--- config.mk ---
export PLATFORM = sky130hd
export DESIGN_NAME = adc_scan_limit_monitor
export DESIGN_NICKNAME = d
export VERILOG_FILES = /design/src/rtl/acm_pkg.sv /design/src/rtl/acm_div_serial.sv /design/src/rtl/acm_cmp_serial.sv /design/src/rtl/adc_scan_limit_monitor.sv
export SDC_FILE = /design/constraint.sdc
export NUM_CORES = 1
export LEC_CHECK = 0
export BUFFER_PORTS_ARGS = -buffer_cell sky130_fd_sc_hd__buf_2
export CORE_MARGIN = 4
export CORE_UTILIZATION = 35
export CTS_CLUSTER_SIZE = 28
export DETAILED_ROUTE_END_ITERATION = 12
export HOLD_SLACK_MARGIN = 0.15
export PLACE_DENSITY = 0.47
export SKIP_CTS_REPAIR_TIMING = 1
export SYNTH_ARGS = -nofsm -noshare
export SYNTH_HDL_FRONTEND = slang
export SYNTH_SLANG_ARGS = --single-unit
--- constraint.sdc ---
create_clock -name i_clk -period 7.2 [get_ports i_clk]
set_input_delay 1.44 -clock i_clk [delete_from_list [all_inputs] [get_ports i_clk]]
set_output_delay 1.44 -clock i_clk [all_outputs]
set_load 0.01 [all_outputs]
--- src/rtl/acm_pkg.sv ---
// Shared types and constants for the ADC scan limit monitor.
package acm_pkg;

    localparam int DATA_W = 24;
    localparam int DIV_W  = 8;
    localparam int CH_W   = 2;
    localparam int CODE_W = 3;
    localparam int IDX_W  = 3;
    localparam int CNT_W  = $clog2(DATA_W);

    localparam int DEF_NUM_CHANNELS     = 3;
    localparam int DEF_SAMPLE_BITS      = 24;
    localparam int DEF_FALL_CHANNEL     = 0;
    localparam int DEF_PRESSURE_CHANNEL = 1;

    localparam logic [DATA_W-1:0] LIMIT_MIN_RST = '0;
    localparam logic [DATA_W-1:0] LIMIT_MAX_RST = '1;
    localparam logic [DIV_W-1:0]  DIVISOR_RST   = DIV_W'(2);

    typedef enum logic [CODE_W-1:0] {
        EV_NONE      = 3'd0,
        EV_NOT_READY = 3'd1,
        EV_OVERLOAD  = 3'd2,
        EV_MAX       = 3'd3,
        EV_MIN       = 3'd4,
        EV_FALL      = 3'd5,
        EV_PRESSURE  = 3'd6
    } t_event;

    typedef enum logic [IDX_W-1:0] {
        REG_MIN_CH0   = 3'd0,
        REG_MAX_CH0   = 3'd1,
        REG_MIN_CH1   = 3'd2,
        REG_MAX_CH1   = 3'd3,
        REG_MIN_CH2   = 3'd4,
        REG_MAX_CH2   = 3'd5,
        REG_DIVISOR   = 3'd6,
        REG_SETPOINT  = 3'd7
    } t_reg_idx;

    typedef struct packed {
        logic lt;
        logic gt;
    } t_cmp;

endpackage

--- src/rtl/acm_div_serial.sv ---
// Bit-serial restoring divider, one quotient bit per step, MSB first.
module acm_div_serial (
    input  logic                        i_clk,
    input  logic                        i_start,
    input  logic                        i_step,
    input  logic [acm_pkg::DATA_W-1:0]  i_dividend,
    input  logic [acm_pkg::DIV_W-1:0]   i_divisor,
    output logic                        o_qbit
);
    import acm_pkg::*;

    logic [DATA_W-1:0] r_dvd;
    logic [DIV_W-1:0]  r_rem;
    logic [DIV_W-1:0]  r_dsr;
    logic [DIV_W:0]    w_trial;
    logic [DIV_W:0]    w_diff;
    logic              w_qbit;
    logic [DIV_W-1:0]  n_rem;

    always_comb begin
        w_trial = {r_rem, r_dvd[DATA_W-1]};
        w_diff  = w_trial - {1'b0, r_dsr};
        w_qbit  = (w_trial >= {1'b0, r_dsr});
        n_rem   = w_qbit ? w_diff[DIV_W-1:0] : w_trial[DIV_W-1:0];
    end

    assign o_qbit = w_qbit;

    always_ff @(posedge i_clk) begin
        if (i_start) begin
            r_dvd <= i_dividend;
            r_rem <= '0;
            // treat a zero divisor as one
            r_dsr <= (i_divisor == '0) ? DIV_W'(1) : i_divisor;
        end else if (i_step) begin
            r_dvd <= {r_dvd[DATA_W-2:0], 1'b0};
            r_rem <= n_rem;
        end
    end

endmodule

--- src/rtl/acm_cmp_serial.sv ---
// Bit-serial magnitude comparator, operands presented MSB first.
module acm_cmp_serial (
    input  logic          i_clk,
    input  logic          i_start,
    input  logic          i_step,
    input  logic          i_a,
    input  logic          i_b,
    output acm_pkg::t_cmp o_cmp
);
    import acm_pkg::*;

    t_cmp r_cmp;
    t_cmp n_cmp;

    always_comb begin
        n_cmp = r_cmp;
        if (!r_cmp.lt && !r_cmp.gt) begin
            n_cmp.lt = !i_a && i_b;
            n_cmp.gt = i_a && !i_b;
        end
    end

    always_ff @(posedge i_clk) begin
        if (i_start) begin
            r_cmp <= '0;
        end else if (i_step) begin
            r_cmp <= n_cmp;
        end
    end

    assign o_cmp = r_cmp;

endmodule

--- src/rtl/adc_scan_limit_monitor.sv ---
// Top level of the ADC scan limit monitor.
//
// Input channel: i_valid / o_stall carry one converter event (not-ready flag,
// overload flag, sample) for the channel that the scan pointer selects.
// Output channel: o_valid / i_stall carry one result per event: channel,
// event code, stored latest and previous sample, and the next channel.
// Configuration: i_cfg_we writes i_cfg_data into register i_cfg_idx; the
// user must write only while the block is idle, which it does not enforce.
// A ready event passes from acceptance to result through a capture step
// that updates the stores, 24 bit-serial steps in which the divider and the
// four comparators consume one sample bit each, and a load of the result.
// A not-ready event skips the bit-serial steps. One event is worked at a time;
// the next one is accepted while the finished result still sits in the output
// register. When the receiver stalls, the result holds and the block stops
// after finishing the following event until the output register frees.
// Reset clears the sample stores, the scan pointer, the output valid and
// sets all limit registers to their defaults.
module adc_scan_limit_monitor #(
    parameter int NUM_CHANNELS     = acm_pkg::DEF_NUM_CHANNELS,
    parameter int SAMPLE_BITS      = acm_pkg::DEF_SAMPLE_BITS,
    parameter int FALL_CHANNEL     = acm_pkg::DEF_FALL_CHANNEL,
    parameter int PRESSURE_CHANNEL = acm_pkg::DEF_PRESSURE_CHANNEL
) (
    input  logic                        i_clk,
    input  logic                        i_rst_n,
    input  logic                        i_cfg_we,
    input  logic [acm_pkg::IDX_W-1:0]   i_cfg_idx,
    input  logic [acm_pkg::DATA_W-1:0]  i_cfg_data,
    input  logic                        i_valid,
    output logic                        o_stall,
    input  logic                        i_not_ready,
    input  logic                        i_overload,
    input  logic [acm_pkg::DATA_W-1:0]  i_sample,
    output logic                        o_valid,
    input  logic                        i_stall,
    output logic [acm_pkg::CH_W-1:0]    o_channel,
    output logic [acm_pkg::CODE_W-1:0]  o_event_code,
    output logic [acm_pkg::DATA_W-1:0]  o_latest_value,
    output logic [acm_pkg::DATA_W-1:0]  o_previous_value,
    output logic [acm_pkg::CH_W-1:0]    o_next_channel
);
    import acm_pkg::*;

    localparam int PTR_W = (NUM_CHANNELS > 1) ? $clog2(NUM_CHANNELS) : 1;
    localparam logic [DATA_W-1:0] SMASK = (SAMPLE_BITS >= DATA_W) ? {DATA_W{1'b1}} :
        DATA_W'((64'd1 << SAMPLE_BITS) - 64'd1);
    localparam logic [PTR_W-1:0] PTR_LAST = PTR_W'(NUM_CHANNELS - 1);

    typedef enum logic [2:0] {
        S_IDLE = 3'b001,
        S_RUN  = 3'b010,
        S_DONE = 3'b100
    } t_state;

    t_state r_state, n_state;

    logic [DATA_W-1:0] r_min_lim [3];
    logic [DATA_W-1:0] r_max_lim [3];
    logic [DIV_W-1:0]  r_divisor;
    logic [DATA_W-1:0] r_setpoint;

    logic [DATA_W-1:0] r_latest   [NUM_CHANNELS];
    logic [DATA_W-1:0] r_previous [NUM_CHANNELS];
    logic [PTR_W-1:0]  r_ptr;

    logic [CH_W-1:0]   r_ch;
    logic [CH_W-1:0]   r_nxt;
    logic              r_nr;
    logic              r_ovl;
    logic [DATA_W-1:0] r_lat;
    logic [DATA_W-1:0] r_prv;
    logic [CNT_W-1:0]  r_cnt;

    logic [DATA_W-1:0] r_cur_sh;
    logic [DATA_W-1:0] r_max_sh;
    logic [DATA_W-1:0] r_min_sh;
    logic [DATA_W-1:0] r_sp_sh;

    logic              r_o_valid;
    logic [CH_W-1:0]   r_o_channel;
    t_event            r_o_code;
    logic [DATA_W-1:0] r_o_latest;
    logic [DATA_W-1:0] r_o_previous;
    logic [CH_W-1:0]   r_o_next;

    logic              w_accept;
    logic              w_start;
    logic              w_step;
    logic              w_load;
    logic [DATA_W-1:0] w_cur;
    logic [CH_W-1:0]   w_ch;
    logic [PTR_W-1:0]  w_ptr_nxt;
    logic              w_qbit;
    t_cmp              w_cmp_max;
    t_cmp              w_cmp_min;
    t_cmp              w_cmp_fall;
    t_cmp              w_cmp_sp;
    t_event            w_code;

    assign w_accept  = i_valid && (r_state == S_IDLE);
    assign w_start   = w_accept && !i_not_ready;
    assign w_step    = (r_state == S_RUN);
    assign w_load    = (r_state == S_DONE) && (!r_o_valid || !i_stall);
    assign w_cur     = i_sample & SMASK;
    assign w_ch      = CH_W'(r_ptr);
    assign w_ptr_nxt = (r_ptr == PTR_LAST) ? '0 : r_ptr + 1'b1;

    always_comb begin
        n_state = r_state;
        case (r_state)
            S_IDLE: begin
                if (w_accept) begin
                    n_state = i_not_ready ? S_DONE : S_RUN;
                end
            end
            S_RUN: begin
                if (r_cnt == CNT_W'(DATA_W - 1)) begin
                    n_state = S_DONE;
                end
            end
            S_DONE: begin
                if (w_load) begin
                    n_state = S_IDLE;
                end
            end
            default: n_state = S_IDLE;
        endcase
    end

    always_comb begin
        if (r_nr) begin
            w_code = EV_NOT_READY;
        end else if (r_ovl) begin
            w_code = EV_OVERLOAD;
        end else if (!w_cmp_max.lt) begin
            w_code = EV_MAX;
        end else if (!w_cmp_min.gt) begin
            w_code = EV_MIN;
        end else if ((r_ch == CH_W'(FALL_CHANNEL)) && w_cmp_fall.lt) begin
            w_code = EV_FALL;
        end else if ((r_ch == CH_W'(PRESSURE_CHANNEL)) && w_cmp_sp.gt) begin
            w_code = EV_PRESSURE;
        end else begin
            w_code = EV_NONE;
        end
    end

    always_ff @(posedge i_clk) begin
        if (!i_rst_n) begin
            for (int k = 0; k < 3; k++) begin
                r_min_lim[k] <= LIMIT_MIN_RST;
                r_max_lim[k] <= LIMIT_MAX_RST;
            end
            r_divisor  <= DIVISOR_RST;
            r_setpoint <= LIMIT_MAX_RST;
        end else if (i_cfg_we) begin
            case (t_reg_idx'(i_cfg_idx))
                REG_MIN_CH0:  r_min_lim[0] <= i_cfg_data;
                REG_MAX_CH0:  r_max_lim[0] <= i_cfg_data;
                REG_MIN_CH1:  r_min_lim[1] <= i_cfg_data;
                REG_MAX_CH1:  r_max_lim[1] <= i_cfg_data;
                REG_MIN_CH2:  r_min_lim[2] <= i_cfg_data;
                REG_MAX_CH2:  r_max_lim[2] <= i_cfg_data;
                REG_DIVISOR:  r_divisor    <= i_cfg_data[DIV_W-1:0];
                REG_SETPOINT: r_setpoint   <= i_cfg_data;
                default: ;
            endcase
        end
    end

    always_ff @(posedge i_clk) begin
        if (!i_rst_n) begin
            r_state   <= S_IDLE;
            r_ptr     <= '0;
            r_o_valid <= 1'b0;
            r_cnt     <= '0;
            for (int k = 0; k < NUM_CHANNELS; k++) begin
                r_latest[k]   <= '0;
                r_previous[k] <= '0;
            end
        end else begin
            r_state <= n_state;
            if (w_start) begin
                r_previous[r_ptr] <= r_latest[r_ptr];
                r_latest[r_ptr]   <= w_cur;
                r_ptr             <= w_ptr_nxt;
                r_cnt             <= '0;
            end else if (w_step) begin
                r_cnt <= r_cnt + 1'b1;
            end
            if (w_load) begin
                r_o_valid <= 1'b1;
            end else if (!i_stall) begin
                r_o_valid <= 1'b0;
            end
        end
    end

    always_ff @(posedge i_clk) begin
        if (w_accept) begin
            r_ch  <= w_ch;
            r_nr  <= i_not_ready;
            r_ovl <= i_overload;
            if (i_not_ready) begin
                r_nxt <= w_ch;
                r_lat <= r_latest[r_ptr];
                r_prv <= r_previous[r_ptr];
            end else begin
                r_nxt <= CH_W'(w_ptr_nxt);
                r_lat <= w_cur;
                r_prv <= r_latest[r_ptr];
            end
        end
        if (w_start) begin
            r_cur_sh <= w_cur;
            r_max_sh <= r_max_lim[w_ch];
            r_min_sh <= r_min_lim[w_ch];
            r_sp_sh  <= r_setpoint;
        end else if (w_step) begin
            r_cur_sh <= {r_cur_sh[DATA_W-2:0], 1'b0};
            r_max_sh <= {r_max_sh[DATA_W-2:0], 1'b0};
            r_min_sh <= {r_min_sh[DATA_W-2:0], 1'b0};
            r_sp_sh  <= {r_sp_sh[DATA_W-2:0], 1'b0};
        end
        if (w_load) begin
            r_o_channel  <= r_ch;
            r_o_code     <= w_code;
            r_o_latest   <= r_lat;
            r_o_previous <= r_prv;
            r_o_next     <= r_nxt;
        end
    end

    acm_div_serial u_div (
        .i_clk      (i_clk),
        .i_start    (w_start),
        .i_step     (w_step),
        .i_dividend (r_latest[r_ptr]),
        .i_divisor  (r_divisor),
        .o_qbit     (w_qbit)
    );

    acm_cmp_serial u_cmp_max (
        .i_clk   (i_clk),
        .i_start (w_start),
        .i_step  (w_step),
        .i_a     (r_cur_sh[DATA_W-1]),
        .i_b     (r_max_sh[DATA_W-1]),
        .o_cmp   (w_cmp_max)
    );

    acm_cmp_serial u_cmp_min (
        .i_clk   (i_clk),
        .i_start (w_start),
        .i_step  (w_step),
        .i_a     (r_cur_sh[DATA_W-1]),
        .i_b     (r_min_sh[DATA_W-1]),
        .o_cmp   (w_cmp_min)
    );

    acm_cmp_serial u_cmp_fall (
        .i_clk   (i_clk),
        .i_start (w_start),
        .i_step  (w_step),
        .i_a     (r_cur_sh[DATA_W-1]),
        .i_b     (w_qbit),
        .o_cmp   (w_cmp_fall)
    );

    acm_cmp_serial u_cmp_sp (
        .i_clk   (i_clk),
        .i_start (w_start),
        .i_step  (w_step),
        .i_a     (r_cur_sh[DATA_W-1]),
        .i_b     (r_sp_sh[DATA_W-1]),
        .o_cmp   (w_cmp_sp)
    );

    assign o_stall          = (r_state != S_IDLE);
    assign o_valid          = r_o_valid;
    assign o_channel        = r_o_channel;
    assign o_event_code     = r_o_code;
    assign o_latest_value   = r_o_latest;
    assign o_previous_value = r_o_previous;
    assign o_next_channel   = r_o_next;

endmodule

==> impl_metrics.csv <==
group,metric,value,unit
status,status,"finished, final reports clean",
synthesis,synth_edf_count,573,
job,cap_violations,0,
route,highest_layer,"met5",
synthesis,yosysTopAreaCell,"edfxtp_1",
cts,clockBufferDepth,3,
timing,report.final.slew_viol_count,0,
place,dp_cells,2854,
route,wl_met1,24400,microns
synthesis,synth.top_cell.area_share,0.6806,
power_and_ir_drop,powerDensity,286.2,nW/um^2
route,ant_nets,0,
timing,setup_viol,0,
synthesis,synth.area.top_cells,"edfxtp_1 (68%), dfxtp_1 (4.8%), nand2_1 (4.4%)",
worst_hold_path,hold_class,"flop to flop",
route,viasPerCell,4.865,
setup_path,start_kind,"input port",
power_and_ir_drop,p_sw,1.876,mW
die,rows,98,
die,die-area,76600,sq um
power_and_ir_drop,p_leak,10.62,nW
power_and_ir_drop,p_comb_frac,0.064,
synthesis,yosysMostFrequentCell,"edfxtp_1",
cells_and_area,utilization,0.4068,
cells_and_area,drive_gt1_frac,0.1681,
power_and_ir_drop,ir_drop,0.0001777,V
power_and_ir_drop,p_int,6.448,mW
synthesis,synth_common_cells,"edfxtp_1 (573), nand2_1 (296), nor2_1 (211), o21ai_0 (131), mux2i_1 (98)",
route,first_iter_violations,876,
place,globalplace.congestion,0.7788,
grt,track_usage,0.1443,
route,dr_total_vias,14500,
timing,skew,19.21,ps
place,portBuffers,114,
timing,fin_crit,3946,ps
setup_path,cp.arrival,4170,ps
grt,grt_pass1_vias,14500,
grt,gr-total-overflow,0,
synthesis,syn-num-nets,1946,
synthesis,yosysWarnings,0,
timing,setup_ws,3254,ps
die,coreArea,71490,sq um
synthesis,syn_area_per_cell,13.46,sq um
setup_path,cp_max_fo,51,
power_and_ir_drop,seqPwrFrac,0.518,
synthesis,ys_seq_area_frac,0.7289,
timing,finalSetupTns,0,ps
cells_and_area,final_cells,2980,
timing,grt_setup_unrepaired,"no",
timing,min_period_over_period,0.5481,
grt,antenna_found_initial,2,
route,wl_met3,2329,microns
die,io_pins,115,
cts,cts_tree,"yes",
synthesis,synthCells,1878,
synthesis,synth-main-ff-cell,"edfxtp_1",
synthesis,synth_seq_cells,634,
cts,clk_pin_slew,60,ps
cells_and_area,num-nets-final,2045,
power_and_ir_drop,sw_frac_of_total,0.2253,
route,wl,56300,microns
synthesis,syn_area,25280,sq um
die,dieHeight,276.8,microns
cts,clk_latency,600,ps
timing,tightestPinTransition,1243,ps
synthesis,yosys.cell_types.count,53,
setup_path,timing_worst_setup_path_type,"input port to flop",
power_and_ir_drop,power.share.clock,0.418,
die,start_util,0.3537,
synthesis,synthArstFlopShare,0,
setup_path,endpoint_kind,"flop",
timing,max_slew_margin,0.1691,
cells_and_area,synthToLayoutAreaGrowth,15.02,%
route,wl_per_cell,18.89,microns
grt,grt_max_degree,116,
route,dr_wl_met2,28080,microns
route,drcViolationCount,0,
place,dp_slack,2567,ps
die,fp.dieW,276.8,microns
cts,cts-buffers-inserted,71,
timing,max_freq,253.4,MHz
grt,grt_pass1_wl,86660,microns
route,drt_pre_antenna_iters,5,
cts,htreeDepth,3,
cts,root_buffer,"clkbuf_16",
cts,cts.sinks,634,
timing,hold_viol_final,0,
setup_path,worstPathRequired,7420,ps
place,hpwlAfterDp,31830,microns
-- cell type report --
cell class                      count  area (sq um)
Fill cell                        6695         42410
Antenna cell                        1         2.502
Clock inverter                     33         292.8
Inverter                           72         274.0
Timing Repair Buffer              136         738.2
Sequential cell                   634         18440
Multi-Input combinational cell   1062          6220
Clock buffer                       92          1927
Tap cell                          950          1189
-- worst paths after layout --
check	from	endpoint	slack (ps)	cells past startpoint
max	i_not_ready	r_previous[3][1]	3250	7
min	r_lat[1]	o_latest_value[1]	410	0
max reg2reg	r_state[1]	r_previous[1][3]	3860	6
min reg2reg	r_lat[1]	o_latest_value[1]	410	0
-- critical path, stage by stage --
cell and delay, ps:
buf_4 110, nand4bb_1 210, or2_4 440, clkinv_2 550, nand3_1 220, nor2_4 550
buf_4 570
-- routing by layer --
layer,vias up,GRT usage
met4,2,0.04977
met1,7222,0.1845
li1,6930,-
met2,257,0.2479
met5,-,0
met3,88,0.02597
-- cells by family after synthesis --
logic type,share of synthesized area
xor+xnor,0.002079
buf+inv,0.02969
simple gates,0.1076
flops,0.7289
mux,0.07087
compound gates,0.05558
fa+ha+maj,0.005246
-- per-stage QoR --
step	instance area (sq um)	hold slack (ps)	power [mW]
after global routing	29080	419.4	8.664
after floorplan	25280	400.3	4.733
after CTS	29080	413.5	8.447
after detailed placement	26860	404.5	4.938
final	29080	414.6	8.323
after global placement	26860	400.6	4.924
-- placed cells by master (no fill, tap or decap), drive strengths merged, types with 3 or more instances in the layout --
master	n
nand2b	5
nor2b	4
and2	25
mux2i	98
nand3b	3
mux4	24
a21oi	60
a21boi	8
or2	29
clkinv	23
nor3	9
nand4	9
a21o	4
edfxtp	573
nor2	220
bufinv	4
xor2	5
dfxtp	61
ha	9
inv	75
clkbuf	92
o32ai	3
nand3	32
clkinvlp	3
nand2	296
buf	136
o31ai	5
a31oi	5
o21ai	160
mux2	24
-- registers in the layout, indices dropped and copies added, names as in the netlist, 3 cells and up, named ones only --
register,cells
r_prv,24
r_min_lim,72
r_max_sh,24
r_cnt,5
r_lat,24
u_div.r_rem,8
r_state,3
u_div.r_dvd,24
r_setpoint,24
r_cur_sh,24
o_previous_value,24
r_divisor,8
r_sp_sh,24
u_div.r_dsr,8
r_min_sh,24
r_previous,96
r_latest,96
r_max_lim,72
o_event_code,3
o_latest_value,24
-- power by group through the flow --
stage          Sequential (mW)  Combinational (mW)  Clock [mW]
6_report                  4.31               0.532        3.48
5_1_grt                   4.33               0.604        3.73
4_1_cts                   4.31               0.550        3.58
3_5_place_dp              4.39               0.548           0
3_3_place_gp              4.38               0.540           0
2_1_floorplan             4.37               0.363           0
(Power assumes the default switching activity.)
